[src/crdm_queue.sv]
module crdm_queue #(
    parameter int WIDTH = 8
) (
    input  logic             clk,
    input  logic             rst_n,
    input  logic             push,
    input  logic [WIDTH-1:0] din,
    output logic             full,
    input  logic             pop,
    output logic [WIDTH-1:0] dout,
    output logic             empty
);
    localparam int DEPTH = 4;
    localparam int PW = $clog2(DEPTH);

    logic [WIDTH-1:0] entry_reg [DEPTH];
    logic [PW-1:0]    wr_ptr_reg;
    logic [PW-1:0]    rd_ptr_reg;
    logic [PW:0]      count_reg;
    logic [PW-1:0]    wr_ptr_next;
    logic [PW-1:0]    rd_ptr_next;
    logic [PW:0]      count_next;
    logic             do_push;
    logic             do_pop;

    assign full = (count_reg == (PW+1)'(DEPTH));
    assign empty = (count_reg == '0);
    assign dout = entry_reg[rd_ptr_reg];
    assign do_push = push && !full;
    assign do_pop = pop && !empty;

    always_comb
    begin
        wr_ptr_next = wr_ptr_reg;
        rd_ptr_next = rd_ptr_reg;
        count_next = count_reg;
        if (do_push)
        begin
            wr_ptr_next = wr_ptr_reg + 1'b1;
        end
        if (do_pop)
        begin
            rd_ptr_next = rd_ptr_reg + 1'b1;
        end
        if (do_push && !do_pop)
        begin
            count_next = count_reg + 1'b1;
        end
        else if (do_pop && !do_push)
        begin
            count_next = count_reg - 1'b1;
        end
    end

    always_ff @(posedge clk or negedge rst_n)
    begin
        if (!rst_n)
        begin
            wr_ptr_reg <= '0;
            rd_ptr_reg <= '0;
            count_reg <= '0;
        end
        else
        begin
            wr_ptr_reg <= wr_ptr_next;
            rd_ptr_reg <= rd_ptr_next;
            count_reg <= count_next;
        end
    end

    always_ff @(posedge clk)
    begin
        if (do_push)
        begin
            entry_reg[wr_ptr_reg] <= din;
        end
    end

endmodule

[config.mk]
export PLATFORM = sky130hd
export DESIGN_NAME = crdm_queue
export DESIGN_NICKNAME = d
export VERILOG_FILES = /design/src/crdm_queue.sv
export SDC_FILE = /design/constraint.sdc
export NUM_CORES = 1
export LEC_CHECK = 0
export ABC_CLOCK_PERIOD_IN_PS = 2009
export BUFFER_PORTS_ARGS = -buffer_cell sky130_fd_sc_hd__clkbuf_2
export CORE_MARGIN = 5
export CORE_UTILIZATION = 35
export CTS_CLUSTER_SIZE = 24
export DETAILED_ROUTE_END_ITERATION = 12
export PLACE_DENSITY = 0.53
export SETUP_SLACK_MARGIN = 0.15
export SLEW_MARGIN = 30
export SYNTH_ARGS = -nofsm -noshare
export SYNTH_HDL_FRONTEND = slang
export SYNTH_SLANG_ARGS = --single-unit
[constraint.sdc]
create_clock -name clk -period 2.01 [get_ports clk]
set_input_delay 0.1005 -clock clk [delete_from_list [all_inputs] [get_ports clk]]
set_output_delay 0.1005 -clock clk [all_outputs]
set_load 0.03 [all_outputs]
After elaboration in Yosys (flattened, before gate mapping)
Memories as Yosys holds them, arrays and structs flattened.
Cells that the tools add are included.

cells by class
  add/subtract/negate cells = 4
  eq/ne operators = 1
  muxes and demuxes = 4
  reductions and logical operators = 10

operator list
  cell                                                                 count
  3-bit 2-to-1 mux                                                     2
  2-bit by 1-bit adder with 2-bit output (second input constant)       2
  1-bit logical AND                                                    4
  1-bit zero test                                                      4
  3-bit by 1-bit adder with 3-bit output (second input constant)       1
  3-bit == test (second input constant)                                1
  3-bit zero test                                                      1
  3-bit by 1-bit subtractor with 3-bit output (second input constant)  1
  1-bit 2-to-1 mux                                                     2
  2-bit nonzero test                                                   1

storage, ports and cells
  flip-flop bits (word level) = 7
  memory bits (writable) = 32
  input bits = 12
  output and inout port bits = 10
  logic and storage cells = 23
  memories = 1

memory list
  name       words  bits a word  rd ports  clocked after Yosys merged registers in  wr ports  line  RTL
  entry_reg  4      8            1         0                                        1         16    logic [WIDTH-1:0] entry_reg [DEPTH];

Longest topological paths before layout
Gate-level depths: netlist of run 1.

  word-level depth = 7
  depth in mapped cells = 9
  mapped depth without buffers = 8

Least setup slack after synthesis of run 1
OpenSTA, ideal clock, no wires.

  kind = register to register
  start = register count_reg[0]
  end = register count_reg[2]
  library setup time = 0.079 ns
  arrival = 2.430 ns
  data required time = 1.931 ns
  slack = -0.499 ns
  cell stages (with the launch flop) = 9
  path buffers = 0
  clock period less this slack = 2.509 ns
  cells stage by stage = dfrtp_1 > nor3_1 > nand2b_1 > ha_1 > inv_1 > fa_1 > xor2_1 > nor2_1 > xor2_1

on the way
  longest elaborated chain between the ends = 6
  elaborated cells on any way between the ends = 15
  classes of those cells = 2 x add/sub; 1 x eq/ne; 2 x mux; 10 x reduce/logical

ends and longest elaborated chain
  item                                                    line  RTL
  start: declaration                                      19    logic [PW:0] count_reg;
  start signal: assignment                                67    count_reg <= count_next;
  3-bit zero test *                                       27    assign empty = (count_reg == '0);
  net empty                                               11    output logic empty
  1-bit zero test *                                       30    assign do_pop = pop && !empty;
  1-bit logical AND *                                     30
  1-bit zero test                                         45    if (do_push && !do_pop)
  1-bit logical AND                                       45
  3-bit 2-to-1 mux or 2-bit nonzero test (tied branches)  n/a

The timed path passes the listed nets; every way through them passes the cells marked *. The select of a mux whose other input is x is not followed.
A chain may end at the register's enable or synchronous reset.

Worst setup path in the final report of run 1
  start = register count_reg[0]
  end = register count_reg[1]

on the way
  longest elaborated chain between the ends = 6
  elaborated cells on any way between the ends = 15
  classes of those cells = 2 x add/sub; 1 x eq/ne; 2 x mux; 10 x reduce/logical

ends and longest elaborated chain
  item                                                                                 line  RTL
  branches (longest 5 deep; another with 3-bit by 1-bit subtractor with 3-bit output)  n/a
  3-bit 2-to-1 mux *                                                                   45
  net count_next[1]                                                                    22    logic [PW:0] count_next;

Mark *: on every way through the listed nets, which the timed path passes. The select of a mux whose other input is x is not followed.

==> results of run 1 <==
[layout make-up]
| class | count | share of cell area [%] |
|---|---|---|
| inverters | 3 | 0.568 |
| clock inverters | 2 | 0.379 |
| repair buffers | 34 | 11.2 |
| well taps | 52 | 3.28 |
| clock buffers | 6 | 3.66 |
| multi-input cells | 32 | 23.5 |
| flip-flops and latches | 39 | 57.4 |
[worst min path at each step]
| stage | start | to | cells after the start |
|---|---|---|---|
| finish | din[0] | entry_reg[3][0] | 1 |
| floorplan | rst_n | count_reg[0] | 0 |
| global route | din[0] | entry_reg[3][0] | 1 |
| global placement | rst_n | rd_ptr_reg[0] | 1 |
| CTS | din[4] | entry_reg[0][4] | 1 |
| detailed placement | rst_n | rd_ptr_reg[0] | 1 |
[cells in the mapped netlist, types with 2 or more instances]
master / count / area [µm²]
edfxtp_1: 32 / 961
mux4_2: 8 / 180
dfrtp_1: 7 / 175
ha_1: 5 / 62.6
and2_2: 4 / 30.0
xnor2_1: 4 / 35.0
inv_1: 3 / 11.3
xor2_1: 2 / 17.5
[worst max-delay path: cells and delay by family, from the launching register on]
| kind | cells | cell delay [ps] |
|---|---|---|
| adder cells (fa/ha/maj) | 2 | 590 |
| flip-flops | 1 | 450 |
| AND/OR/NAND/NOR | 2 | 310 |
| multiplexers | 1 | 270 |
| buffers and inverters | 2 | 180 |
[metrics by stage]
step,util (%),setup WS (ps)
2_1_floorplan,-,-17.2
3_3_place_gp,40.6,178
3_5_place_dp,40.6,75.6
4_1_cts,44.1,123
5_1_grt,45.2,36.1
6_report,45.2,101
[power by group]
part | leakage (nW) | total (W) | switching, W | internal (W)
Combinational | 0.334 | 0.00130 | 0.000681 | 0.000622
Sequential | 0.373 | 0.00124 | 0.000135 | 0.00110
Clock | 0.0403 | 0.000484 | 0.000248 | 0.000236
[cells by family (layout without fill, tap and decap cells)]
family,count (synthesis),in the layout,synth area share (%)
DFF,39,39,71.5
muxes,10,10,13.0
and+or+nand+nor,10,10,5.04
adders and majority gates,6,6,5.20
xor gates and xnor gates,6,6,3.31
buffers and inverters,6,45,1.97
[what timing repair did]
| action | 4_1_cts | 5_1_grt |
|---|---|---|
| hold buffers | 1 | 0 |
| hold endpoints to repair | 7 | 0 |
| endpoints found under the setup margin | 1 | 2 |
| gates resized for setup | 2 | 3 |
| setup buffers | 7 | 3 |
| pin swaps | 4 | 5 |
[layer usage]
| metal | share of wire (%) | global-route usage (%) |
|---|---|---|
| met1 | 41 | 11.1 |
| met2 | 53 | 15.3 |
| met3 | 4.5 | 4.28 |
| met4 | 1.9 | 3.78 |
| met5 | 0 | 0 |
==> flow_metrics.env, run 1 <==
export IMPL_fmax_mhz=524
export IMPL_viasPerCell=4.65
export IMPL_cts_buffer_depth=2
export IMPL_ys_async_sr_fraction_pct=17.9
export IMPL_cts_clk_slew_worst_paths_ps=70
export IMPL_end_kind="flip-flop"
export IMPL_drc=0
export IMPL_grt_pass1_vias=849
export IMPL_synth_edf_count=32
export IMPL_die_area_um2=5990
export IMPL_period_needed_ps=1910
export IMPL_power_w=0.00302
export IMPL_ctsRootBufferMaster="clkbuf_8"
export IMPL_crit_chain="buf_6, nor3b_4, nor2b_2, ha_4, inv_2, fa_2, mux2_2"
export IMPL_grt_ovfl_total=0
export IMPL_routabilityCongestion=0.711
export IMPL_final_common_cell="edfxtp_1"
export IMPL_detail_route_iter0_violations=8
export IMPL_grt_first_pass_wirelength_um=4200
export IMPL_ys_warn_count=0
export IMPL_slowest_delay_ps=450
export IMPL_crit_path_start="count_reg[0]"
export IMPL_ys_flop_type="edfxtp_1"
export IMPL_cp_arrival_ps=2070
export IMPL_max_slew_margin_pct=70.9
export IMPL_htree_levels=2
export IMPL_post_route_period_util_pct=95.0
export IMPL_fin_cells=168
export IMPL_synthCells=77
export IMPL_layout_common_cells="edfxtp_1, clkbuf_2, buf_4"
export IMPL_ios=22
export IMPL_drive_above_1_share_pct=54.3
export IMPL_synth_cell_types=20
export IMPL_ys_seq_area_share_pct=71.5
export IMPL_multi_input_area_um2=465
export IMPL_totalWireLength_um=2660
export IMPL_rsz0062_at_grt="true"
export IMPL_dr_pass1_iters=2
export IMPL_fin_area_um2=1980
export IMPL_ys_seq_elements=39
export IMPL_worst_slew_pin_slew_ps=437
export IMPL_powerDensity_nw_per_um2=1530
export IMPL_final_nets=133
export IMPL_critPathMaxFanout=4
export IMPL_startpoint_type="flip-flop"
export IMPL_largest_reg_flops=32
export IMPL_synth_nets=95
export IMPL_avgSynthCellArea_um2=20.6
export IMPL_endpoint="count_reg[1]"
export IMPL_placed_cell_area_um2=1780
export IMPL_groute_usage_overall_pct=9.52
export IMPL_ir_drop_mv=0.672
export IMPL_die_w_um=77.4
export IMPL_io_buffers=21
export IMPL_initial_core_util_pct=36.2
export IMPL_cts_buffers=5
export IMPL_fill_cells=395
export IMPL_hold_path_class="input port to flip-flop"
export IMPL_critical_path_slowest_cell="dfrtp_2"
export IMPL_antenna_found_initial=0
export IMPL_maxCapViolCount=0
export IMPL_rr_endpoint="count_reg[1]"
export IMPL_drv_slew=0
export IMPL_cts_sinks=39
export IMPL_hold_worst_slack_ps=30.8
export IMPL_leakagePower_nw=0.747
export IMPL_ant_nets=0
export IMPL_seq_area_um2=1140
export IMPL_core_area_um2=4380
export IMPL_wl_per_cell_um=15.8
export IMPL_setup_tns_final_ps=0
export IMPL_via_count=782
export IMPL_syn_area_um2=1590
export IMPL_dp_hpwl_um=1750
export IMPL_setup_viol=0
export IMPL_r2r_cells=7
export IMPL_cts_tree="done"
export IMPL_required_ps=2180
export IMPL_place_inst=149
export IMPL_rows=24
export IMPL_status="finished clean"
export IMPL_diodes=0
export IMPL_hold_viol=0
export IMPL_skew_ps=2.32
export IMPL_r2r_start="count_reg[0]"
export IMPL_die_y_um=77.4
export IMPL_grt_max_degree=12
export IMPL_clk_latency_ps=280
export IMPL_criticalPathCategory="flip-flop to flip-flop"
export IMPL_syn_to_final_growth_pct=24.7
export IMPL_ff2ff_setup_slack_ps=100
Power figures use the tool's default switching activity.
==> inputs of run 2 (changes only) <==
--- a/config.mk
+++ b/config.mk
@@ -5,13 +5,13 @@
 export SDC_FILE = /design/constraint.sdc
 export NUM_CORES = 1
 export LEC_CHECK = 0
-export ABC_CLOCK_PERIOD_IN_PS = 2009
+export ABC_CLOCK_PERIOD_IN_PS = 1600
 export BUFFER_PORTS_ARGS = -buffer_cell sky130_fd_sc_hd__clkbuf_2
 export CORE_MARGIN = 5
 export CORE_UTILIZATION = 35
 export CTS_CLUSTER_SIZE = 24
 export DETAILED_ROUTE_END_ITERATION = 12
-export PLACE_DENSITY = 0.53
+export PLACE_DENSITY = 0.55
 export SETUP_SLACK_MARGIN = 0.15
 export SLEW_MARGIN = 30
 export SYNTH_ARGS = -nofsm -noshare
==> constraint.sdc (replaced) <==
create_clock -name clk -period 1.6 [get_ports clk]
set_input_delay 0.08 -clock clk [delete_from_list [all_inputs] [get_ports clk]]
set_output_delay 0.08 -clock clk [all_outputs]
set_load 0.03 [all_outputs]
==> run 2 against run 1 <==
Net effect: the run now ends with setup timing left; register-to-register slack worse by 270 ps; maximum frequency up 7.9%; first-iteration DRC count rose to 4.4 times the previous value; cell count is 3.0% higher; clock skew grew 2.4 ps; final area grew 7.4%; worst hold slack got worse by 15 ps; count of clock-buffer cells in the layout fell by 1; non-clock buffer count increased by 5; critical endpoint is now count_reg[2]; largest power group unchanged; highest routed layer unchanged.
==> flow_metrics.env, run 2 (synthesized netlist as in run 1, its figures left out) <==
export IMPL_cp_arrival_ps=1980
export IMPL_r2r_cells=8
export IMPL_dr_pass1_iters=4
export IMPL_leakagePower_nw=0.817
export IMPL_route_met2_wl_um=1340
export IMPL_grt_first_pass_wirelength_um=4350
export IMPL_ff2ff_setup_slack_ps=-170
export IMPL_cts_buffers=5
export IMPL_endpoint="count_reg[2]"
export IMPL_end_kind="flip-flop"
export IMPL_post_route_period_util_pct=111
export IMPL_initial_core_util_pct=36.2
export IMPL_min_from="din[4]"
export IMPL_wl_met3_um=153
export IMPL_criticalPathCategory="flip-flop to flip-flop"
export IMPL_p_sw_share_pct=32.0
export IMPL_setup_tns_final_ps=-314
export IMPL_fmax_mhz=565
export IMPL_cts_clk_slew_worst_paths_ps=70
export IMPL_hold_path_class="input port to flip-flop"
export IMPL_totalWireLength_um=2630
export IMPL_ios=22
export IMPL_diodes=0
export IMPL_final_nets=138
export IMPL_required_ps=1810
export IMPL_max_slew_margin_pct=82.0
export IMPL_cts_sinks=39
export IMPL_p_sw_w=0.00138
export IMPL_clk_latency_ps=290
export IMPL_die_y_um=77.4
export IMPL_layout_common_cells="edfxtp_1, buf_4, clkbuf_2"
export IMPL_syn_to_final_growth_pct=34.0
export IMPL_p_int_w=0.00293
export IMPL_viasPerCell=4.68
export IMPL_period_needed_ps=1770
export IMPL_grt_pass1_vias=857
export IMPL_pwr_share_seq_pct=36.4
export IMPL_crit_path_start="count_reg[1]"
export IMPL_clkPwrFrac_pct=18.0
export IMPL_maxCapViolCount=0
export IMPL_detail_route_iter0_violations=35
export IMPL_fin_util_pct=48.6
export IMPL_layout_setup_ws_ps=-170
export IMPL_ant_nets=0
export IMPL_fin_cells=173
export IMPL_io_buffers=21
export IMPL_drv_slew=0
export IMPL_rsz0062_at_grt="true"
export IMPL_cts_tree="done"
export IMPL_drc=0
export IMPL_drive_above_1_share_pct=56.2
export IMPL_htree_levels=2
export IMPL_ir_drop_mv=0.879
export IMPL_rr_endpoint="count_reg[2]"
export IMPL_critPathMaxFanout=3
export IMPL_cts_buffer_depth=2
export IMPL_setup_viol=2
export IMPL_ctsRootBufferMaster="clkbuf_8"
export IMPL_status="complete, but fails checks"
export IMPL_powerDensity_nw_per_um2=2020
export IMPL_r2r_start="count_reg[1]"
export IMPL_die_area_um2=5990
export IMPL_worst_slew_pin_slew_ps=270
export IMPL_placed_cell_area_um2=1850
export IMPL_drt_met1_wl_um=1100
export IMPL_violations="setup timing"
export IMPL_hold_viol=0
export IMPL_grt_max_degree=13
export IMPL_final_common_cell="edfxtp_1"
export IMPL_groute_usage_overall_pct=9.81
export IMPL_rows=24
export IMPL_routed_top_layer="met4"
export IMPL_via_count=810
export IMPL_grt_ovfl_total=0
export IMPL_startpoint_type="flip-flop"
export IMPL_place_inst=156
export IMPL_antenna_found_initial=0
export IMPL_die_w_um=77.4
export IMPL_skew_ps=4.77
export IMPL_largest_reg_flops=32
export IMPL_wl_per_cell_um=15.2
export IMPL_power_w=0.00431
export IMPL_dp_hpwl_um=1760
export IMPL_comb_power_share_pct=45.6
export IMPL_fin_area_um2=2130
export IMPL_core_area_um2=4380
export IMPL_routabilityCongestion=0.649
-- run 2: changes by cell type in the layout (fill, tap and decap cells not counted), moves of 3 or more --
cell,previous run,this run
and2_2,4,0
and2_4,0,4
buf_4,10,13
buf_8,0,8
clkbuf_2,21,12
-- run 2: worst min-delay path by stage --
stage	end	slack [ps]	depth (start not counted)
global placement	rd_ptr_reg[0]	-70	1
finish	entry_reg[3][4]	20	1
global route	entry_reg[2][1]	2	1
detailed placement	rd_ptr_reg[0]	-60	1
floorplan	count_reg[0]	-220	0
CTS	entry_reg[3][4]	6	1
-- run 2: through the flow --
stage	setup slack, ps	hold slack (ps)
after floorplan	-427	-216
after global placement	-180	-68.2
after detailed placement	-235	-64.0
after CTS	-180	5.58
after global routing	-250	1.61
final	-170	15.4
-- run 2: timing repair --
item,4_1_cts,5_1_grt
pin swaps,8,3
cloned,0,0
hold buffers,2,0
setup endpoints to repair,42,44
resized for setup,25,9
endpoints found under the hold margin,11,0
buffers inserted,6,1
-- run 2: metal layers --
layer	global-route usage, %	vias to the layer above
li1	-	379
met1	11.6	408
met2	15.4	16
met3	4.86	7
met4	3.61	0
met5	0	-
-- run 2: cell type report --
cell class | count | area [µm²]
well taps | 52 | 65.1
inverters | 3 | 11.3
multi-input cells | 32 | 460
repair buffers | 39 | 345
clock inverters | 3 | 38.8
fillers | 367 | 2250
clock buffers | 5 | 68.8
flip-flops and latches | 39 | 1140
-- run 2: critical path, stage by stage, from the launching register on --
cell and delay (ps):
dfrtp_2 450, nor3_4 180, nand2b_4 170, ha_4 140
inv_2 30, fa_2 320, xor2_1 140, nor2_1 100
xor2_1 150
-- run 2: power by group through the flow --
stage / clock [W] / sequential [W] / combinational, W
2_1_floorplan: 0 / 0.00152 / 0.00112
6_report: 0.000775 / 0.00157 / 0.00196
5_1_grt: 0.000851 / 0.00160 / 0.00211
3_3_place_gp: 0 / 0.00158 / 0.00152
3_5_place_dp: 0 / 0.00159 / 0.00154
4_1_cts: 0.000797 / 0.00158 / 0.00189
==> inputs of run 3 (changes only) <==
--- a/config.mk
+++ b/config.mk
@@ -5,13 +5,13 @@
 export SDC_FILE = /design/constraint.sdc
 export NUM_CORES = 1
 export LEC_CHECK = 0
-export ABC_CLOCK_PERIOD_IN_PS = 1600
+export ABC_CLOCK_PERIOD_IN_PS = 1900
 export BUFFER_PORTS_ARGS = -buffer_cell sky130_fd_sc_hd__clkbuf_2
-export CORE_MARGIN = 5
+export CORE_MARGIN = 1.5
 export CORE_UTILIZATION = 35
 export CTS_CLUSTER_SIZE = 24
 export DETAILED_ROUTE_END_ITERATION = 12
-export PLACE_DENSITY = 0.55
+export PLACE_DENSITY = 0.53
 export SETUP_SLACK_MARGIN = 0.15
 export SLEW_MARGIN = 30
 export SYNTH_ARGS = -nofsm -noshare
==> constraint.sdc (replaced) <==
create_clock -name clk -period 1.9 [get_ports clk]
set_input_delay 0.095 -clock clk [delete_from_list [all_inputs] [get_ports clk]]
set_output_delay 0.095 -clock clk [all_outputs]
set_load 0.03 [all_outputs]
==> run 3 against run 2 <==
Net effect: the flow now finishes without violations; non-clock buffer count decreased by 5; clock power decreased by 30%; global-route usage increased by 1.6 points; utilization decreased by 3.0 points; flip-flop and latch count unchanged; worst hold slack improved by 17 ps; worst setup slack improved by 250 ps; sequential share of layout area increased by 3.9 points; via count decreased by 0.12%; register-to-register slack improved by 250 ps; count of clock-buffer cells in the layout increased by 2; largest cell class unchanged.
==> flow_metrics.env, run 3 (synthesized netlist as in run 1, its figures left out) <==
export IMPL_critPathMaxFanout=3
export IMPL_r2r_cells=6
export IMPL_status="finished clean"
export IMPL_grt_first_pass_wirelength_um=4070
export IMPL_rows=24
export IMPL_layout_setup_ws_ps=78.0
export IMPL_cts_buffers=5
export IMPL_ant_nets=0
export IMPL_critical_path_slowest_cell="dfrtp_2"
export IMPL_fin_util_pct=45.6
export IMPL_viasPerCell=4.82
export IMPL_criticalPathCategory="flip-flop to flip-flop"
export IMPL_core_area_um2=4350
export IMPL_whs_path_depth=1
export IMPL_crit_path_start="count_reg[0]"
export IMPL_setup_viol=0
export IMPL_ios=22
export IMPL_totalWireLength_um=2510
export IMPL_leakagePower_nw=0.755
export IMPL_skew_ps=5.08
export IMPL_comb_power_share_pct=41.6
export IMPL_detail_route_iter0_violations=50
export IMPL_slowest_delay_ps=450
export IMPL_worst_slew_pin_slew_ps=467
export IMPL_rsz0062_at_grt="true"
export IMPL_startpoint_type="flip-flop"
export IMPL_max_slew_margin_pct=68.9
export IMPL_endpoint="count_reg[1]"
export IMPL_end_kind="flip-flop"
export IMPL_rr_endpoint="count_reg[1]"
export IMPL_grtUsageMet3_pct=3.61
export IMPL_die_w_um=70.4
export IMPL_cts_clk_slew_worst_paths_ps=70
export IMPL_htree_levels=2
export IMPL_initial_core_util_pct=36.5
export IMPL_maxCapViolCount=0
export IMPL_syn_to_final_growth_pct=24.9
export IMPL_grt_max_degree=12
export IMPL_p_int_w=0.00211
export IMPL_gr_max_usage_layer="met2"
export IMPL_via_count=809
export IMPL_required_ps=2060
export IMPL_cts_tree="done"
export IMPL_dr_pass1_iters=3
export IMPL_dp_hpwl_um=1700
export IMPL_die_y_um=70.4
export IMPL_hold_path_class="input port to flip-flop"
export IMPL_cts_sinks=39
export IMPL_final_common_cell="edfxtp_1"
export IMPL_met2_usage_pct=17.5
export IMPL_powerDensity_nw_per_um2=1620
export IMPL_io_buffers=21
export IMPL_antenna_found_initial=0
export IMPL_final_nets=133
export IMPL_cp_arrival_ps=1990
export IMPL_clkPwrFrac_pct=17.0
export IMPL_p_sw_share_pct=34.4
export IMPL_hold_viol=0
export IMPL_crit_chain="nor3b_4, nor2b_4, ha_4, inv_2, fa_2, mux2_2"
export IMPL_wl_per_cell_um=14.9
export IMPL_largest_reg_flops=32
export IMPL_pwr_share_seq_pct=41.4
export IMPL_r2r_start="count_reg[0]"
export IMPL_setup_tns_final_ps=0
export IMPL_routabilityCongestion=0.746
export IMPL_p_sw_w=0.00111
export IMPL_ctsRootBufferMaster="clkbuf_8"
export IMPL_groute_usage_overall_pct=11.4
export IMPL_ff2ff_setup_slack_ps=80
export IMPL_min_from="din[6]"
export IMPL_place_ws_ps=-34.6
export IMPL_grt_met1_usage_pct=14.2
export IMPL_drive_above_1_share_pct=54.3
export IMPL_post_route_period_util_pct=95.9
export IMPL_cts_buffer_depth=2
export IMPL_grt_pass1_vias=846
export IMPL_fmax_mhz=549
export IMPL_clk_latency_ps=280
export IMPL_ir_drop_mv=0.674
export IMPL_drv_slew=0
export IMPL_grt_ovfl_total=0
export IMPL_drc=0
export IMPL_period_needed_ps=1820
export IMPL_layout_common_cells="edfxtp_1, clkbuf_2, buf_4"
export IMPL_diodes=0
export IMPL_die_area_um2=4950
## run 3: cell types whose count changed in the layout (fill, tap and decap cells not counted), sizes merged
cell,delta
bufinv,-1
dlygate4sd3,-1
buf,-13
clkbuf,+11
clkinv,-1
## run 3: how the worst min path moves through the flow
stage,endpoint,slack (ps)
after floorplan,count_reg[0],-200
after global placement,rd_ptr_reg[0],-60
after detailed placement,rd_ptr_reg[1],-60
after CTS,entry_reg[3][6],20
after global routing,entry_reg[3][6],20
final,entry_reg[3][6],30
## run 3: power by group through the flow
stage	sequential [W]	combinational (W)	clock, W
2_1_floorplan	0.00128	0.000940	0
3_3_place_gp	0.00136	0.00119	0
3_5_place_dp	0.00137	0.00119	0
4_1_cts	0.00134	0.00135	0.000566
5_1_grt	0.00136	0.00144	0.000607
6_report	0.00133	0.00134	0.000545
## run 3: routing by layer
layer  share of wire [%]  wire (µm)  up-vias
met4                 1.9         47        0
met2                  51       1270       15
met3                 3.9         98        5
li1                    -          -      366
met5                   0          0        -
met1                  43       1090      423
## run 3: cell type report
type | count | area (µm²)
flip-flops and latches | 39 | 1140
multi-input cells | 32 | 460
well taps | 52 | 65.1
clock inverters | 1 | 3.75
fillers | 372 | 2370
repair buffers | 34 | 218
clock buffers | 7 | 86.3
inverters | 3 | 11.3
## run 3: timing repair
item                                    in CTS  in global routing
setup buffers                                9                  1
pin swaps                                    5                  4
gates resized for setup                      3                  1
hold buffers                                 1                  0
endpoints found under the setup margin       2                  6
gates cloned                                 0                  0
endpoints found under the hold margin        7                  0
## run 3: critical path: cells and delay by family, from the launching register on
family / cells / cell delay [ps]
buffers and inverters: 1 / 50
DFF: 1 / 450
adders and majority gates: 2 / 590
muxes: 1 / 270
and+or+nand+nor: 2 / 360
## run 3: per-stage QoR
step,total power [W],cell area [µm²],instances,hold slack [ps]
after floorplan,0.00222,1620,77,-201
after CTS,0.00325,1980,167,21.7
after detailed placement,0.00256,1790,149,-55.6
final,0.00322,1980,168,32.6
after global placement,0.00254,1790,149,-56.2
after global routing,0.00340,1980,168,18.0
