==> src/crdm_pkg.sv <==
package crdm_pkg;

    localparam int COLS = 32;
    localparam int NUM_STREAMS = 3;
    localparam int CFG_INDEX_W = 2;
    localparam int CFG_DATA_W = 15;

    localparam logic [1:0] FUNC_CLEAR = 2'd0;
    localparam logic [1:0] FUNC_ACC = 2'd1;
    localparam logic [1:0] FUNC_READ = 2'd2;

    localparam logic [1:0] STAT_OK = 2'd0;
    localparam logic [1:0] STAT_IGNORED = 2'd1;
    localparam logic [1:0] STAT_BAD_READ = 2'd2;

    localparam logic [CFG_INDEX_W-1:0] CFG_LENGTH_D = 2'd0;
    localparam logic [CFG_INDEX_W-1:0] CFG_LENGTH_E = 2'd1;

    localparam logic [8:0] LENGTH_D_RESET = 9'd40;
    localparam logic [14:0] LENGTH_E_RESET = 15'd120;

    localparam logic [1:0] CMD_CLEAR = 2'd0;
    localparam logic [1:0] CMD_ACC = 2'd1;
    localparam logic [1:0] CMD_READ = 2'd2;
    localparam logic [1:0] CMD_REPLY = 2'd3;

    localparam logic signed [7:0] NULL_MARK = -8'sd128;
    localparam logic signed [7:0] SAT_LIMIT = 8'sd127;

    localparam logic [4:0] COL_PERM [0:COLS-1] = '{
        5'd1, 5'd17, 5'd9, 5'd25, 5'd5, 5'd21, 5'd13, 5'd29,
        5'd3, 5'd19, 5'd11, 5'd27, 5'd7, 5'd23, 5'd15, 5'd31,
        5'd0, 5'd16, 5'd8, 5'd24, 5'd4, 5'd20, 5'd12, 5'd28,
        5'd2, 5'd18, 5'd10, 5'd26, 5'd6, 5'd22, 5'd14, 5'd30
    };

    typedef struct packed {
        logic [1:0]        func;
        logic signed [7:0] sample;
        logic [1:0]        stream;
        logic [7:0]        bit_index;
    } req_t;

    typedef struct packed {
        logic signed [7:0] soft_value;
        logic [1:0]        status;
    } rsp_t;

    typedef struct packed {
        logic [1:0]        kind;
        logic signed [7:0] sample;
        logic [1:0]        status;
    } cmd_t;

    localparam int CMD_W = $bits(cmd_t);

endpackage

==> src/crdm_front.sv <==
module crdm_front #(
    parameter int MAX_ROWS = 8
) (
    input  logic                                clk,
    input  logic                                rst_n,
    input  logic                                cfg_valid,
    output logic                                cfg_ready,
    input  logic [crdm_pkg::CFG_INDEX_W-1:0]    cfg_index,
    input  logic [crdm_pkg::CFG_DATA_W-1:0]     cfg_data,
    input  logic                                req_valid,
    output logic                                req_ready,
    input  crdm_pkg::req_t                      req_data,
    input  logic                                init_busy,
    input  logic                                q_full,
    output logic                                q_push,
    output crdm_pkg::cmd_t                      q_cmd,
    output logic [$clog2(3*32*MAX_ROWS)-1:0]    q_addr
);
    import crdm_pkg::*;

    localparam int SPAN = COLS * MAX_ROWS;
    localparam int AW = $clog2(NUM_STREAMS * SPAN);
    localparam int RW = $clog2(MAX_ROWS + 1);
    localparam int RIW = (MAX_ROWS > 1) ? $clog2(MAX_ROWS) : 1;

    logic [8:0]     length_d_reg;
    logic [14:0]    length_e_reg;
    logic [14:0]    count_reg;
    logic [14:0]    count_next;
    logic [1:0]     cur_stream_reg;
    logic [4:0]     cur_col_reg;
    logic [RIW-1:0] cur_row_reg;
    logic [1:0]     cur_stream_next;
    logic [4:0]     cur_col_next;
    logic [RIW-1:0] cur_row_next;

    logic [8:0]     eff_d;
    logic [9:0]     rows_sum;
    logic [RW-1:0]  rows;
    logic [4:0]     shift;
    logic [1:0]     cs;
    logic [4:0]     cc;
    logic [RIW-1:0] cr;
    logic [1:0]     ts;
    logic [4:0]     tc;
    logic [RIW-1:0] tr;
    logic [1:0]     ns;
    logic [4:0]     nc;
    logic [RIW-1:0] nr;
    logic [RW-1:0]  row_inc;
    logic [31:0]    mask;
    logic           found_same;
    logic [4:0]     pick_same;
    logic [4:0]     pick_first;
    logic [4:0]     pcol;
    logic [AW-1:0]  acc_addr;
    logic [AW-1:0]  rd_addr;
    logic signed [7:0] clip_sample;
    logic           accept;
    logic           cfg_we;

    assign cfg_ready = 1'b1;
    assign cfg_we = cfg_valid && cfg_ready;
    assign req_ready = !q_full && !init_busy;
    assign accept = req_valid && req_ready;
    assign q_push = accept;

    always_comb
    begin
        eff_d = length_d_reg;
        if (length_d_reg == 9'd0)
        begin
            eff_d = 9'd1;
        end
        else if (32'(length_d_reg) > SPAN)
        begin
            eff_d = 9'(SPAN);
        end
        rows_sum = {1'b0, eff_d} + 10'd31;
        rows = RW'(rows_sum[9:5]);
        shift = 5'(6'd32 - {1'b0, eff_d[4:0]});
    end

    always_comb
    begin
        cs = cur_stream_reg;
        cc = cur_col_reg;
        cr = cur_row_reg;
        if (cs > 2'd2 || RW'(cr) >= rows)
        begin
            cs = '0;
            cc = '0;
            cr = '0;
        end

        for (int j = 0; j < COLS; j++)
        begin
            mask[j] = (COL_PERM[j] >= shift);
        end
        found_same = 1'b0;
        pick_same = '0;
        pick_first = '0;
        for (int j = COLS - 1; j >= 0; j--)
        begin
            if (mask[j] && 5'(j) >= cc)
            begin
                found_same = 1'b1;
                pick_same = 5'(j);
            end
            if (mask[j])
            begin
                pick_first = 5'(j);
            end
        end

        ts = cs;
        tc = cc;
        tr = cr;
        if (cr == '0 && !mask[cc])
        begin
            if (rows > RW'(1))
            begin
                tr = RIW'(1);
            end
            else if (found_same)
            begin
                tc = pick_same;
            end
            else
            begin
                tc = pick_first;
                ts = (cs == 2'd2) ? 2'd0 : cs + 2'd1;
            end
        end

        row_inc = RW'(tr) + RW'(1);
        ns = ts;
        nc = tc;
        nr = RIW'(row_inc);
        if (row_inc >= rows)
        begin
            nr = '0;
            nc = tc + 5'd1;
            if (tc == 5'd31)
            begin
                ns = (ts == 2'd2) ? 2'd0 : ts + 2'd1;
            end
        end

        pcol = COL_PERM[tc];
        acc_addr = AW'(SPAN) * AW'(ts) + AW'({tr, 5'b0}) + AW'(pcol);
        rd_addr = AW'(SPAN) * AW'(req_data.stream) + AW'(req_data.bit_index) + AW'(shift);
        clip_sample = (req_data.sample == NULL_MARK) ? -SAT_LIMIT : req_data.sample;
    end

    always_comb
    begin
        q_cmd.kind = CMD_REPLY;
        q_cmd.sample = clip_sample;
        q_cmd.status = STAT_OK;
        q_addr = rd_addr;
        count_next = count_reg;
        cur_stream_next = cur_stream_reg;
        cur_col_next = cur_col_reg;
        cur_row_next = cur_row_reg;
        if (accept)
        begin
            case (req_data.func)
                FUNC_CLEAR:
                begin
                    q_cmd.kind = CMD_CLEAR;
                    count_next = '0;
                    cur_stream_next = '0;
                    cur_col_next = '0;
                    cur_row_next = '0;
                end
                FUNC_ACC:
                begin
                    if (count_reg >= length_e_reg)
                    begin
                        q_cmd.status = STAT_IGNORED;
                    end
                    else
                    begin
                        q_cmd.kind = CMD_ACC;
                        q_addr = acc_addr;
                        count_next = count_reg + 15'd1;
                        cur_stream_next = ns;
                        cur_col_next = nc;
                        cur_row_next = nr;
                    end
                end
                FUNC_READ:
                begin
                    if (req_data.stream > 2'd2 || {1'b0, req_data.bit_index} >= eff_d)
                    begin
                        q_cmd.status = STAT_BAD_READ;
                    end
                    else
                    begin
                        q_cmd.kind = CMD_READ;
                    end
                end
                default:
                begin
                    q_cmd.kind = CMD_REPLY;
                end
            endcase
        end
        if (cfg_we && cfg_index == CFG_LENGTH_D)
        begin
            cur_stream_next = '0;
            cur_col_next = '0;
            cur_row_next = '0;
        end
    end

    always_ff @(posedge clk or negedge rst_n)
    begin
        if (!rst_n)
        begin
            length_d_reg <= LENGTH_D_RESET;
            length_e_reg <= LENGTH_E_RESET;
            count_reg <= '0;
            cur_stream_reg <= '0;
            cur_col_reg <= '0;
            cur_row_reg <= '0;
        end
        else
        begin
            if (cfg_we && cfg_index == CFG_LENGTH_D)
            begin
                length_d_reg <= cfg_data[8:0];
            end
            if (cfg_we && cfg_index == CFG_LENGTH_E)
            begin
                length_e_reg <= cfg_data;
            end
            count_reg <= count_next;
            cur_stream_reg <= cur_stream_next;
            cur_col_reg <= cur_col_next;
            cur_row_reg <= cur_row_next;
        end
    end

endmodule

==> config.mk <==
export PLATFORM = sky130hd
export DESIGN_NAME = crdm_front
export DESIGN_NICKNAME = d
export VERILOG_FILES = /design/src/crdm_pkg.sv /design/src/crdm_front.sv
export SDC_FILE = /design/constraint.sdc
export NUM_CORES = 1
export LEC_CHECK = 0
export BUFFER_PORTS_ARGS = -buffer_cell sky130_fd_sc_hd__buf_4
export CAP_MARGIN = 25
export CORE_UTILIZATION = 34
export CTS_CLUSTER_DIAMETER = 80
export DETAILED_ROUTE_END_ITERATION = 7
export SLEW_MARGIN = 0
export SYNTH_ARGS = -nofsm -noshare
export SYNTH_HDL_FRONTEND = slang
export SYNTH_SLANG_ARGS = --single-unit
==> constraint.sdc <==
create_clock -name clk -period 7.52 [get_ports clk]
set_input_delay 1.128 -clock clk [delete_from_list [all_inputs] [get_ports clk]]
set_output_delay 1.128 -clock clk [all_outputs]
set_load 0.1 [all_outputs]
# Yosys cells after proc, flatten, opt, wreduce, memory -nomap -nowiden

Memory sizes are Yosys's and may differ from the RTL's.
Index checks and enable logic that the tools add are counted.

Shifts and indexed selects: 0
Bitwise gates (word level): 1
$add $sub $neg: 11
Multipliers: 0
Equality and inequality tests: 9
Div/mod/pow operators: 0
$lt $le $gt $ge: 74
Multiplexer cells: 145
Reduce and logical (&&, ||, !) cells: 51

Operator list:

| operator                                                                            | count |
|---|---|
| 5-bit two-way mux                                                                   | 74 |
| 5-bit greater-or-equal comparator (first input constant)                            | 32 |
| 4-bit by 5-bit greater-or-equal comparator with 1-bit output (first input constant) | 16 |
| 3-bit by 5-bit greater-or-equal comparator with 1-bit output (first input constant) | 8 |
| 1-bit logical AND                                                                   | 37 |
| 1-bit two-way mux                                                                   | 35 |
| 10-bit two-way mux                                                                  | 3 |
| 2-bit two-way mux                                                                   | 15 |
| 15-bit case mux with 2 select lines                                                 | 1 |
| 3-bit two-way mux                                                                   | 7 |
| 10-bit by 5-bit adder with 10-bit output                                            | 2 |
| 10-bit by 8-bit adder with 10-bit output                                            | 2 |
| 1-bit by 5-bit greater-or-equal comparator with 1-bit output (first input constant) | 4 |
| 2-bit by 5-bit greater-or-equal comparator with 1-bit output (first input constant) | 4 |
| 9-bit two-way mux                                                                   | 2 |
| 15-bit by 1-bit adder with 15-bit output (second input constant)                    | 1 |
| 15-bit greater-or-equal comparator                                                  | 1 |
| 15-bit two-way mux                                                                  | 1 |
| 5-bit case mux with 2 select lines                                                  | 1 |
| 9-bit by 5-bit adder with 9-bit output (second input constant)                      | 1 |
| 8-bit by 9-bit greater-or-equal comparator with 1-bit output                        | 1 |
| 9-bit greater-than comparator (second input constant)                               | 1 |
| 9-bit zero test                                                                     | 1 |
| 8-bit == test (second input constant)                                               | 1 |
| other kinds (28)                                                                    | 40 |

Bits in writable memories: 0
ROM bits: 160
Register bits: 49
Memories: 1
Bits in latches: 0
Logic and storage cells: 298
Input bits: 43
Output and inout port bits: 25

Memory list:

| memory          | depth | width | rd ports | clocked after memory_dff | wr ports | RTL line          | RTL |
|---|---|---|---|---|---|---|---|
| (no name shown) | 32    | 5     | 1        | 0                        | 0        | crdm_front.sv:150 | `pcol = COL_PERM[tc];` |

# Logic depth before layout (Yosys ltp)

Gate-level depths: netlist of run 1.

Depth after elaboration: 52
Mapped depth: 34

# Worst setup path before layout of run 1

Ideal clock, no wire load.

Kind: in2out
From: input port q_full
To: output port q_addr[6]
Cell stages on the path: 7
Data arrival time: 6.250 ns
Slack: 0.142 ns
Data required time: 6.392 ns
Buffers on the path: 2
Cells stage by stage: nor2_1 > nand2_1 > inv_1 > nand3b_1 > clkbuf_1 > clkbuf_1 > o21ai_0

Word-level cells in the longest chain between the ends: 4

Ends and longest elaborated chain:

| what               | RTL line          | RTL |
|---|---|---|
| from (decl)        | crdm_front.sv:14  | `input logic q_full,` |
| 1-bit zero test    | crdm_front.sv:64  | `assign req_ready = !q_full && !init_busy;` |
| 1-bit logical AND  | crdm_front.sv:64  |  |
| 1-bit logical AND  | crdm_front.sv:65  | `assign accept = req_valid && req_ready;` |
| named net q_push   | crdm_front.sv:15  | `output logic q_push,` |
| 10-bit two-way mux | crdm_front.sv:166 | `if (accept)` |
| to (decl)          | crdm_front.sv:17  | `output logic [$clog2(3*32*MAX_ROWS)-1:0] q_addr` |

The timed path passes the listed nets, and every way through them passes these cells.

# Worst setup path after layout of run 1

From: register length_d_reg[8]
To: output port q_addr[9]

Word-level cells in the longest chain between the ends: 52
Elaborated cells on any way between the ends: 230
Classes of those cells: add/sub: 6; order compare: 67; eq/ne: 1; mux: 117; bitwise: 1; reduce/logical: 37; memory: 1

Ends and longest elaborated chain:

| what                                                         | RTL line          | RTL |
|---|---|---|
| from (decl)                                                  | crdm_front.sv:26  | `logic [8:0] length_d_reg;` |
| from (signal assigned)                                       | crdm_front.sv:233 | `length_d_reg <= cfg_data[8:0];` |
| 9-bit greater-than comparator                                | crdm_front.sv:75  | `else if (32'(length_d_reg) > SPAN)` |
| 9-bit two-way mux                                            | crdm_front.sv:75  |  |
| 9-bit two-way mux *                                          | crdm_front.sv:71  | `if (length_d_reg == 9'd0)` |
| 9-bit by 5-bit adder with 9-bit output                       | crdm_front.sv:79  | `rows_sum = {1'b0, eff_d} + 10'd31;` |
| 3-bit by 4-bit greater-or-equal comparator with 1-bit output | crdm_front.sv:89  | `if (cs > 2'd2 \|\| RW'(cr) >= rows)` |
| 1-bit logical OR                                             | crdm_front.sv:89  |  |
| 5-bit two-way mux                                            | crdm_front.sv:89  |  |
| 5-bit greater-or-equal comparator                            | crdm_front.sv:105 | `if (mask[j] && 5'(j) >= cc)` |
| [... 35 more ...]                                            | n/a               |  |
| 5-bit two-way mux                                            | crdm_front.sv:119 | `if (cr == '0 && !mask[cc])` |
| 5-bit NOT with 6-bit output (implied by the code)            | crdm_front.sv:150 |  |
| memory 32 x 5 bit                                            | n/a               |  |
| 5-bit two-way mux (implied by the code) (2 in series)        | crdm_front.sv:150 |  |
| 10-bit by 5-bit adder with 10-bit output                     | crdm_front.sv:151 | `acc_addr = AW'(SPAN) * AW'(ts) + AW'({tr, 5'b0}) + AW'(pcol);` |
| 10-bit two-way mux                                           | crdm_front.sv:179 | `if (count_reg >= length_e_reg)` |
| 10-bit two-way mux                                           | crdm_front.sv:168 | `case (req_data.func)` |
| 10-bit two-way mux *                                         | crdm_front.sv:166 |  |

Every way passes the cells marked *; elsewhere a longest branch is shown, timed or not. The select of a mux whose other input is x is not followed.

==> results.tsv, run 1 <==
metric	value	unit
fin crit share	93.73	%
Power Dens Cells	261.6	nW/um^2
CP Max Fanout	29	
final design utilization	40.65	%
Required @ worst endpoint	6.39	ns
initial antenna violation count	0	
syn_nets	703	
status	finished clean	
Port Buffer Count	66	
Yosys warnings	0	
worst path buffer plus inverter count	3	
post-route cell area	5731	um^2
Leak	2.587	nW
Worst R2R Path Depth	29	
Primary FF master, synth	dfrtp_1	
CTS sink cnt	49	
CTS buffer count	5	
placed cell count	822	
post-cts resize count	0	
Post-route DRC	0	
worst vdd ir	120.8	uV
routability cong.	0.9342	
pin count of the biggest net entering global routing	50	
fin. max-slew vios	0	
worst reg2reg path startpoint	length_d_reg[8]	
Hold EP	length_e_reg[9]	
Post-Layout Cell Count	831	
crit-path cells	clkinv_1 -> nand2_1 -> ha_1 -> or4b_1 -> nand2_1 -> xnor2_1 -> nand2_1 -> ha_1 -> o21ai_0 -> o21bai_1 -> a22oi_1 -> buf_4 -> nand2_1 -> nor3_1 -> nand2b_1 -> mux2_2 -> a21oi_1 -> a21oi_1 -> buf_4	
Core Area	14100	um^2
drt total wl	14.53	mm
async set-reset flop share out of synthesis	100.0	%
final hold violations	0	
worst r2r dst	cur_stream_reg[1]	
die width	123.0	um
endpoints failing setup	0	
vias per cell	5.633	
Via Count	4681	
DR pass1 iterations	5	
Hold Path Class	register to register	
Post-Syn Area	4981	um^2
Ports	68	
H-tree depth	2	
Post-synth EDFFs	0	
total power	1.499	mW
total setup buffers inserted after CTS	0	
hold_buf cts	0	
post-route minimum period	7.048	ns
clk buf depth	2	
Congestion Overflow GR	0	
post-synthesis cell count	614	
Clk Latency, worst-skew pair	0.29	ns
Fmax achieved	0.1419	GHz
Crit path max-delay family	simple AND/OR/NAND/NOR gates	
final worst slack	0.4715	ns
post-synthesis register bit count	49	
ANT nets after route	0	
Rows	43	
post-detail-place hpwl	11.11	mm
worst rel slew slack	36.49	%
global-route wire length before repair	24.04	mm
number of global-route vias before repair	4674	
Hold Crit Depth	1	
worst hold slack	0.5086	ns
Hold Crit Start	length_e_reg[9]	
critical path arrival	5.92	ns
DRT iter0 DRCs	407	
kind of critical path	register to primary output	
Yosys cell types	82	
Initial Util	35.34	%
Max-Cap Viols	0	
die area	15140	um^2
sequential-to-total area share from yosys stat	24.77	%
setup slack, reg-to-reg	0.79	ns
CTS tree	done	
Mean Syn Cell Area	8.112	um^2
cell mode on critical path	nand2_1	
commonest non-fill, non-tap cell in the layout	buf_4	
Setup Slack @ Placement	0.9288	ns
CP Capture Type	primary output	
GRT Util Overall	20.31	%
Area after DPL	5563	um^2
ANT cells	0	
most frequent cells in the layout	71 x buf_4, 58 x nand2_1, 46 x nor2_1, 45 x ha_1, 43 x dfrtp_1	
clk_skew	0.005525	ns
share of layout cells above drive strength 1	20.12	%
slowest CP cell	dfrtp_1	
CP Launch Type	register	
Worst Tran Pin Value	0.9498	ns
Fin Setup TNS	0	ns
Critical Path Max Stage Delay	0.71	ns
clk root buf	clkbuf_16	
post-detailed-route wirelength per cell	17.49	um
area grow syn2layout	15.05	%
clock slew at reported path FFs	0.07	ns
RSZ-0062 raised after global routing	false	
Final nets	739	
Die Span Y	123.0	um
## kinds of logic (layout without fill, tap and decap cells)
group / after synthesis / in the layout / synth area share, %
and+or+nand+nor: 220 / 220 / 22.88
AOI/OAI and AO/OA: 154 / 154 / 21.33
buffers and inverters: 80 / 117 / 6.430
adders and majority gates: 49 / 49 / 12.31
DFF: 49 / 49 / 24.77
muxes: 31 / 31 / 6.933
xor gates and xnor gates: 30 / 30 / 5.275
other: 1 / 1 / 0.07529
## cells in the mapped netlist (6+ instances only)
cell type | n | area share [%]
nand2b_1 | 11 | 1.4
nor3b_1 | 6 | 0.90
xnor2_1 | 16 | 2.8
a21o_1 | 14 | 2.1
mux2_2 | 25 | 5.7
inv_1 | 33 | 2.5
ha_1 | 45 | 11
dfrtp_1 | 43 | 22
nor2_1 | 46 | 3.5
clkbuf_1 | 34 | 2.6
xor2_1 | 14 | 2.5
o21ai_1 | 6 | 0.60
buf_2 | 7 | 0.70
nor2b_1 | 11 | 1.4
and3_1 | 8 | 1.0
o21ai_0 | 23 | 2.3
nand4_1 | 8 | 1.0
dfstp_2 | 6 | 3.2
a31oi_1 | 6 | 0.75
a21oi_1 | 39 | 3.9
nand3_1 | 14 | 1.4
nor3_1 | 21 | 2.1
nand2_1 | 58 | 4.4
## worst reg2reg max path: cells and delay by family, from the launching register on
family,cells,cell delay [ns]
AND/OR/NAND/NOR,12,2.21
XOR/XNOR,1,0.13
buffers and inverters,2,0.76
adder cells (fa/ha/maj),3,0.77
AO/OA/AOI/OAI,11,2.05
flip-flops,1,0.71
## report_power, final
group	internal, mW	switching, mW
combinational	0.300	0.607
clock	0.134	0.105
sequential	0.301	0.0529
## final cells by class
type / count / area (um^2)
clock buffers: 6 / 138.9
clock inverters: 2 / 17.52
fillers: 1415 / 8366
inverters: 37 / 138.9
multi-input cells: 485 / 3432
flip-flops and latches: 49 / 1234
well taps: 180 / 225.2
repair buffers: 72 / 544.3
## layer usage
metal	track usage, %	routed length [um]	part of all wire [%]	up-vias
li1	-	-	-	2292
met1	27.21	6784	47	2201
met2	33.46	6580	45	163
met3	2.860	840	5.8	25
met4	6.852	327	2.3	0
met5	0	0	0	-
## worst max-delay path by stage
stage / from / end / cells past startpoint
2_1_floorplan: q_full / q_addr[6] / 7
3_3_place_gp: length_d_reg[8] / q_addr[9] / 19
3_5_place_dp: length_d_reg[8] / cur_stream_reg[1] / 29
4_1_cts: length_d_reg[8] / q_addr[9] / 19
5_1_grt: length_d_reg[8] / q_addr[3] / 20
6_report: length_d_reg[8] / q_addr[9] / 19
Note: power is estimated with default switching activity, not from simulation.
==> inputs of run 2 (changes only) <==
- CELL_PAD_IN_SITES_DETAIL_PLACEMENT: not set -> 1
- CELL_PAD_IN_SITES_GLOBAL_PLACEMENT: not set -> 1
- MAX_ROUTING_LAYER: not set -> met4
- PLACE_DENSITY_LB_ADDON: not set -> 0.1
==> run 2 against run 1 <==
Fmax is 1.7% higher. Sequential power about the same. Clock skew decreased by 0.00083 ns. Register-to-register slack worse by 0.14 ns. Sequential share of layout area is 0.069 points higher. Non-clock buffer count fell by 2. Final cell count fell by 0.24%. Wire length up 10%.
==> results.tsv, run 2 (synthesis gave the netlist of run 1 again) <==
metric	value	unit	change
endpoints failing setup	0		unchanged
slowest CP cell	or4_4		
DR pass1 iterations	4		-1
Congestion Overflow GR	0		unchanged
vias per cell	5.713		+1.4%
post-detailed-route wirelength per cell	19.36	um	+11%
sequential cell area	1235	um^2	+0.10%
most frequent cells in the layout	68 x buf_4, 58 x nand2_1, 46 x nor2_1, 45 x ha_1, 42 x dfrtp_1		
post-route minimum period	6.931	ns	-0.1170 ns
Max-Cap Viols	0		unchanged
number of global-route vias before repair	4817		+3.1%
Required @ worst endpoint	6.39	ns	about the same
clk_skew	0.004698	ns	-0.0008270 ns
Leak	2.574	nW	-0.49%
Die Span Y	123.0	um	unchanged
ANT nets after route	0		unchanged
worst reg2reg path startpoint	length_d_reg[6]		
commonest non-fill, non-tap cell in the layout	buf_4		
die area	15140	um^2	unchanged
hold_buf cts	0		unchanged
Via Count	4736		+1.2%
CP Max Fanout	29		unchanged
routability cong.	0.9063		-3.0%
area grow syn2layout	14.80	%	
ANT cells	0		unchanged
Port Buffer Count	66		unchanged
Clk Latency, worst-skew pair	0.30	ns	about the same
Critical Path Max Stage Delay	0.54	ns	-0.17 ns
Power Dens Cells	266.5	nW/um^2	+1.9%
critical path arrival	5.80	ns	-0.12 ns
fin crit share	92.17	%	-1.6 points
global-route wire length before repair	25.70	mm	+6.9%
Worst Tran Pin Value	0.9325	ns	-0.01729 ns
status	finished clean		
Final nets	737		-0.27%
cell mode on critical path	nand2_1		
# fillers	1699		+20%
Core Area	14100	um^2	unchanged
final hold violations	0		unchanged
total setup buffers inserted after CTS	0		unchanged
Post-Layout Cell Count	829		-0.24%
CTS buffer count	5		unchanged
worst vdd ir	188.8	uV	+56%
clk buf depth	2		unchanged
clock slew at reported path FFs	0.08	ns	about the same
Ports	68		unchanged
kind of critical path	register to primary output		
placed cell count	820		-0.24%
DRT iter0 DRCs	318		-22%
CP Capture Type	primary output		
worst r2r dst	cur_stream_reg[1]		
RSZ-0062 raised after global routing	false		
multi-input logic area	3438	um^2	+0.18%
Rows	43		unchanged
CTS tree	done		
worst rel slew slack	37.65	%	+1.2 points
pin count of the biggest net entering global routing	50		unchanged
die width	123.0	um	unchanged
Initial Util	35.34	%	unchanged
Setup Slack @ Placement	0.4737	ns	-0.4551 ns
Hold Path Class	register to register		
final worst slack	0.5885	ns	+0.1170 ns
crit-path cells	or4_4 -> nor3_4 -> nand2_2 -> nand2_2 -> inv_2 -> ha_1 -> or4b_1 -> nand2_1 -> xnor2_1 -> nand2_1 -> ha_1 -> nor3b_1 -> o21bai_1 -> a22oi_1 -> buf_4 -> nand2_1 -> nor3_1 -> nand2b_1 -> mux2_2 -> a21oi_1 -> a21oi_1 -> buf_4		
CTS sink cnt	49		unchanged
H-tree depth	2		unchanged
Worst R2R Path Depth	32		+10%
clk root buf	clkbuf_16		
Post-route DRC	0		unchanged
drt total wl	16.05	mm	+10%
CP Launch Type	register		
initial antenna violation count	0		unchanged
post-detail-place hpwl	12.38	mm	+11%
GRT Util Overall	22.65	%	+2.3 points
share of layout cells above drive strength 1	20.34	%	+0.22 points
Crit. Startpoint	length_d_reg[6]		
fin. max-slew vios	0		unchanged
Fmax achieved	0.1443	GHz	+1.7%
Setup crit end	q_addr[9]		
setup slack, reg-to-reg	0.65	ns	-0.14 ns
Fin Setup TNS	0	ns	unchanged
## run 2: power by group
group	switching, mW	internal [mW]	total, mW
Clock	0.117	0.128	0.244
Sequential	0.0547	0.301	0.355
Combinational	0.626	0.298	0.924
## run 2: timing repair
action,CTS,global route
hold endpoints to repair,0,0
setup endpoints to repair,0,5
resized for setup,0,2
## run 2: per-layer routing
metal / wire, um / up-vias / track usage (%) / share of wire, %
met5: 0 / - / - / 0
met4: 235 / 0 / 5.422 / 1.5
met3: 690 / 22 / 2.675 / 4.3
met2: 7146 / 131 / 35.18 / 45
met1: 7975 / 2309 / 31.40 / 50
li1: - / 2274 / - / -
## run 2: critical path: cells and delay by family (launching register included)
family,cells,cell delay (ns)
multiplexers,1,0.32
flip-flops,1,0.48
AO/OA/AOI/OAI,4,0.55
XOR/XNOR,1,0.17
AND/OR/NAND/NOR,11,2.79
buffers and inverters,3,0.74
adder cells (fa/ha/maj),2,0.44
## run 2: area by class of cell
cell class	instances	share of cell area, %
clock buffer	5	2.188
clock inverter	3	0.5033
inverter	37	2.429
multi-input combinational	485	60.13
sequential	49	21.60
tap	180	3.939
timing repair buffer	70	9.212
## run 2: worst min-delay path by stage
stage / from / to / slack [ns] / cells past startpoint
after floorplan: length_e_reg[10] / length_e_reg[10] / 0.48 / 1
after CTS: length_e_reg[1] / length_e_reg[1] / 0.51 / 1
after detailed placement: length_e_reg[1] / length_e_reg[1] / 0.50 / 1
after global routing: length_e_reg[1] / length_e_reg[1] / 0.53 / 1
after global placement: length_e_reg[10] / length_e_reg[10] / 0.49 / 1
final: length_e_reg[1] / length_e_reg[1] / 0.51 / 1
## run 2: stage by stage
stage | utilization [%] | instance area (um^2) | power (mW) | hold slack, ns
floorplan | - | 4981 | 1.036 | 0.4794
global placement | 39.34 | 5545 | 1.258 | 0.4920
detailed placement | 39.38 | 5550 | 1.269 | 0.4957
CTS | 40.47 | 5704 | 1.525 | 0.5140
global route | 40.56 | 5718 | 1.618 | 0.5271
finish | 40.56 | 5718 | 1.524 | 0.5088
==> inputs of run 3 (changes only) <==
==> constraint.sdc (replaced) <==
create_clock -name clk -period 7.52 [get_ports clk]
set_input_delay 0.752 -clock clk [delete_from_list [all_inputs] [get_ports clk]]
set_output_delay 0.752 -clock clk [all_outputs]
set_load 0.1 [all_outputs]
==> run 3 against run 2 <==
Global-route usage grew 0.69 points. Count of clock-buffer cells in the layout is the same. Clock skew grew 0.0049 ns. Flip-flop and latch count is the same. Fmax grew 2.3%. Largest power group unchanged. Total power grew 1.8%. Register-to-register slack gained 0.09 ns. Utilization grew 0.27 points. Critical path type is now register to register. Die area is the same. Hold slack lost 0.035 ns.
==> results.tsv, run 3 (synthesis gave the netlist of run 1 again) <==
metric	value	unit	change
status	finished clean		
busiest grt layer	met2		
share of layout cells above drive strength 1	20.58	%	+0.24 points
post-route minimum period	6.777	ns	-0.1541 ns
Worst R2R Path Depth	32		unchanged
post-route cell area	5756	um^2	+0.66%
final hold violations	0		unchanged
most frequent cells in the layout	70 x buf_4, 58 x nand2_1, 46 x nor2_1, 45 x ha_1, 43 x dfrtp_1		
die width	123.0	um	unchanged
cell mode on critical path	nand2_1		
Max-Cap Viols	0		unchanged
# fillers	1665		-2.0%
CP Max Fanout	16		-45%
Critical Path Max Stage Delay	0.55	ns	about the same
Area after DPL	5558	um^2	+0.14%
pin count of the biggest net entering global routing	50		unchanged
slowest CP cell	or4_4		
initial antenna violation count	0		unchanged
Final nets	739		+0.27%
met2 usage	36.48	%	+1.3 points
Setup Slack @ Placement	0.5252	ns	+0.05153 ns
endpoints failing setup	0		unchanged
vias per cell	5.687		-0.45%
area grow syn2layout	15.55	%	
commonest non-fill, non-tap cell in the layout	buf_4		
routability cong.	0.9165		+1.1%
Clk Latency, worst-skew pair	0.30	ns	about the same
Core Area	14100	um^2	unchanged
Hold Path Class	input port to asynchronous set/reset pin		
number of global-route vias before repair	4846		+0.60%
grt met1 use	32.49	%	+1.1 points
clk_skew	0.009561	ns	+0.004864 ns
Post-route DRC	0		unchanged
power share of the clock group	17.5	%	+1.5 points
DR pass1 iterations	4		unchanged
fin. max-slew vios	0		unchanged
sequential share of power	22.7	%	-0.6 points
post-detail-place hpwl	12.57	mm	+1.5%
die area	15140	um^2	unchanged
Fmax achieved	0.1475	GHz	+2.3%
global-route wire length before repair	26.39	mm	+2.7%
Initial Util	35.34	%	unchanged
CTS buffer count	5		unchanged
CTS sink cnt	49		unchanged
fin crit share	90.13	%	-2.0 points
Port Buffer Count	66		unchanged
placed cell count	821		+0.12%
Fin Setup TNS	0	ns	unchanged
Switching Fraction	51.01	%	-1.3 points
clock slew at reported path FFs	0.07	ns	about the same
drt total wl	16.32	mm	+1.7%
H-tree depth	2		unchanged
Rows	43		unchanged
Comb power frac	59.8	%	-0.8 points
Post-Layout Cell Count	831		+0.24%
worst reg2reg path startpoint	length_d_reg[6]		
CTS tree	done		
clk buf depth	2		unchanged
Switch Pwr	0.7915	mW	-0.72%
GRT Util Overall	23.34	%	+0.69 points
worst vdd ir	161.1	uV	-15%
ANT nets after route	0		unchanged
Power Dens Cells	269.6	nW/um^2	+1.1%
ANT cells	0		unchanged
Leak	2.596	nW	+0.86%
Int Pwr	0.7600	mW	+4.6%
kind of critical path	register to register		
clk root buf	clkbuf_16		
critical path arrival	6.97	ns	+1.17 ns
Ports	68		unchanged
Die Span Y	123.0	um	unchanged
post-detailed-route wirelength per cell	19.64	um	+1.5%
DRT iter0 DRCs	316		-0.63%
Crit path max-delay family	simple AND/OR/NAND/NOR gates		
Critical Path Stages	32		+45%
Worst Tran Pin Value	0.8680	ns	-0.06451 ns
CP Launch Type	register		
Crit. Startpoint	length_d_reg[6]		
Required @ worst endpoint	7.72	ns	+1.33 ns
Via Count	4726		-0.21%
CP Capture Type	register		
GR Util met3	2.629	%	-0.046 points
Congestion Overflow GR	0		unchanged
RSZ-0062 raised after global routing	false		
worst rel slew slack	41.96	%	+4.3 points
final worst slack	0.7426	ns	+0.1541 ns
worst path buffer plus inverter count	1		-2
[run 3: worst register-to-register path, delay by kind of cell (launching register included)]
kind / cells / cell delay (ns)
fa+ha+maj: 3 / 0.68
xor+xnor: 1 / 0.16
buf+inv: 1 / 0.07
compound gates: 7 / 1.51
simple gates: 20 / 3.75
flops: 1 / 0.48
[run 3: power groups by stage]
stage                     logic, mW  registers (mW)  clock network, mW
after floorplan               0.710           0.327                  0
after global placement        0.904           0.353                  0
after detailed placement      0.917           0.356                  0
after CTS                     0.921           0.351              0.279
after global routing           1.00           0.359              0.287
final                         0.928           0.353              0.271
[run 3: cell type report]
type,instances,area (um^2),share of cell area (%)
inverter,37,138.9,2.413
clock buffer,5,125.1,2.174
timing repair buffer,72,541.8,9.413
sequential,49,1234,21.43
clock inverter,3,47.55,0.8261
multi-input combinational,485,3443,59.83
tap,180,225.2,3.913
[run 3: repair_timing]
item / 4_1_cts / 5_1_grt
hold buffers: 0 / 0
buffers inserted: 0 / 1
gates resized for setup: 0 / 2
endpoints found under the setup margin: 0 / 4
[run 3: stage by stage]
| step | util, % | hold slack, ns | power [mW] |
|---|---|---|---|
| 3_5_place_dp | 39.43 | 0.4984 | 1.273 |
| 3_3_place_gp | 39.39 | 0.4910 | 1.257 |
| 6_report | 40.83 | 0.4740 | 1.551 |
| 5_1_grt | 40.83 | 0.5197 | 1.647 |
| 4_1_cts | 40.65 | 0.4964 | 1.552 |
| 2_1_floorplan | - | 0.4564 | 1.036 |
[run 3: path summary, 6_finish.rpt]
check	endpoint	slack (ns)
worst min register to register	length_e_reg[12]	0.51
max in group asynchronous	count_reg[1]	6.58
worst max register to register	cur_stream_reg[1]	0.74
worst max-delay path	cur_stream_reg[1]	0.74
worst min-delay path	length_e_reg[12]	0.47
min in group clk	length_e_reg[12]	0.51
[run 3: layer usage]
| metal | share of wire, % | wire length [um] |
|---|---|---|
| met5 | 0 | 0 |
| met1 | 49 | 7991 |
| met2 | 45 | 7407 |
| met4 | 1.2 | 193 |
| met3 | 4.5 | 728 |
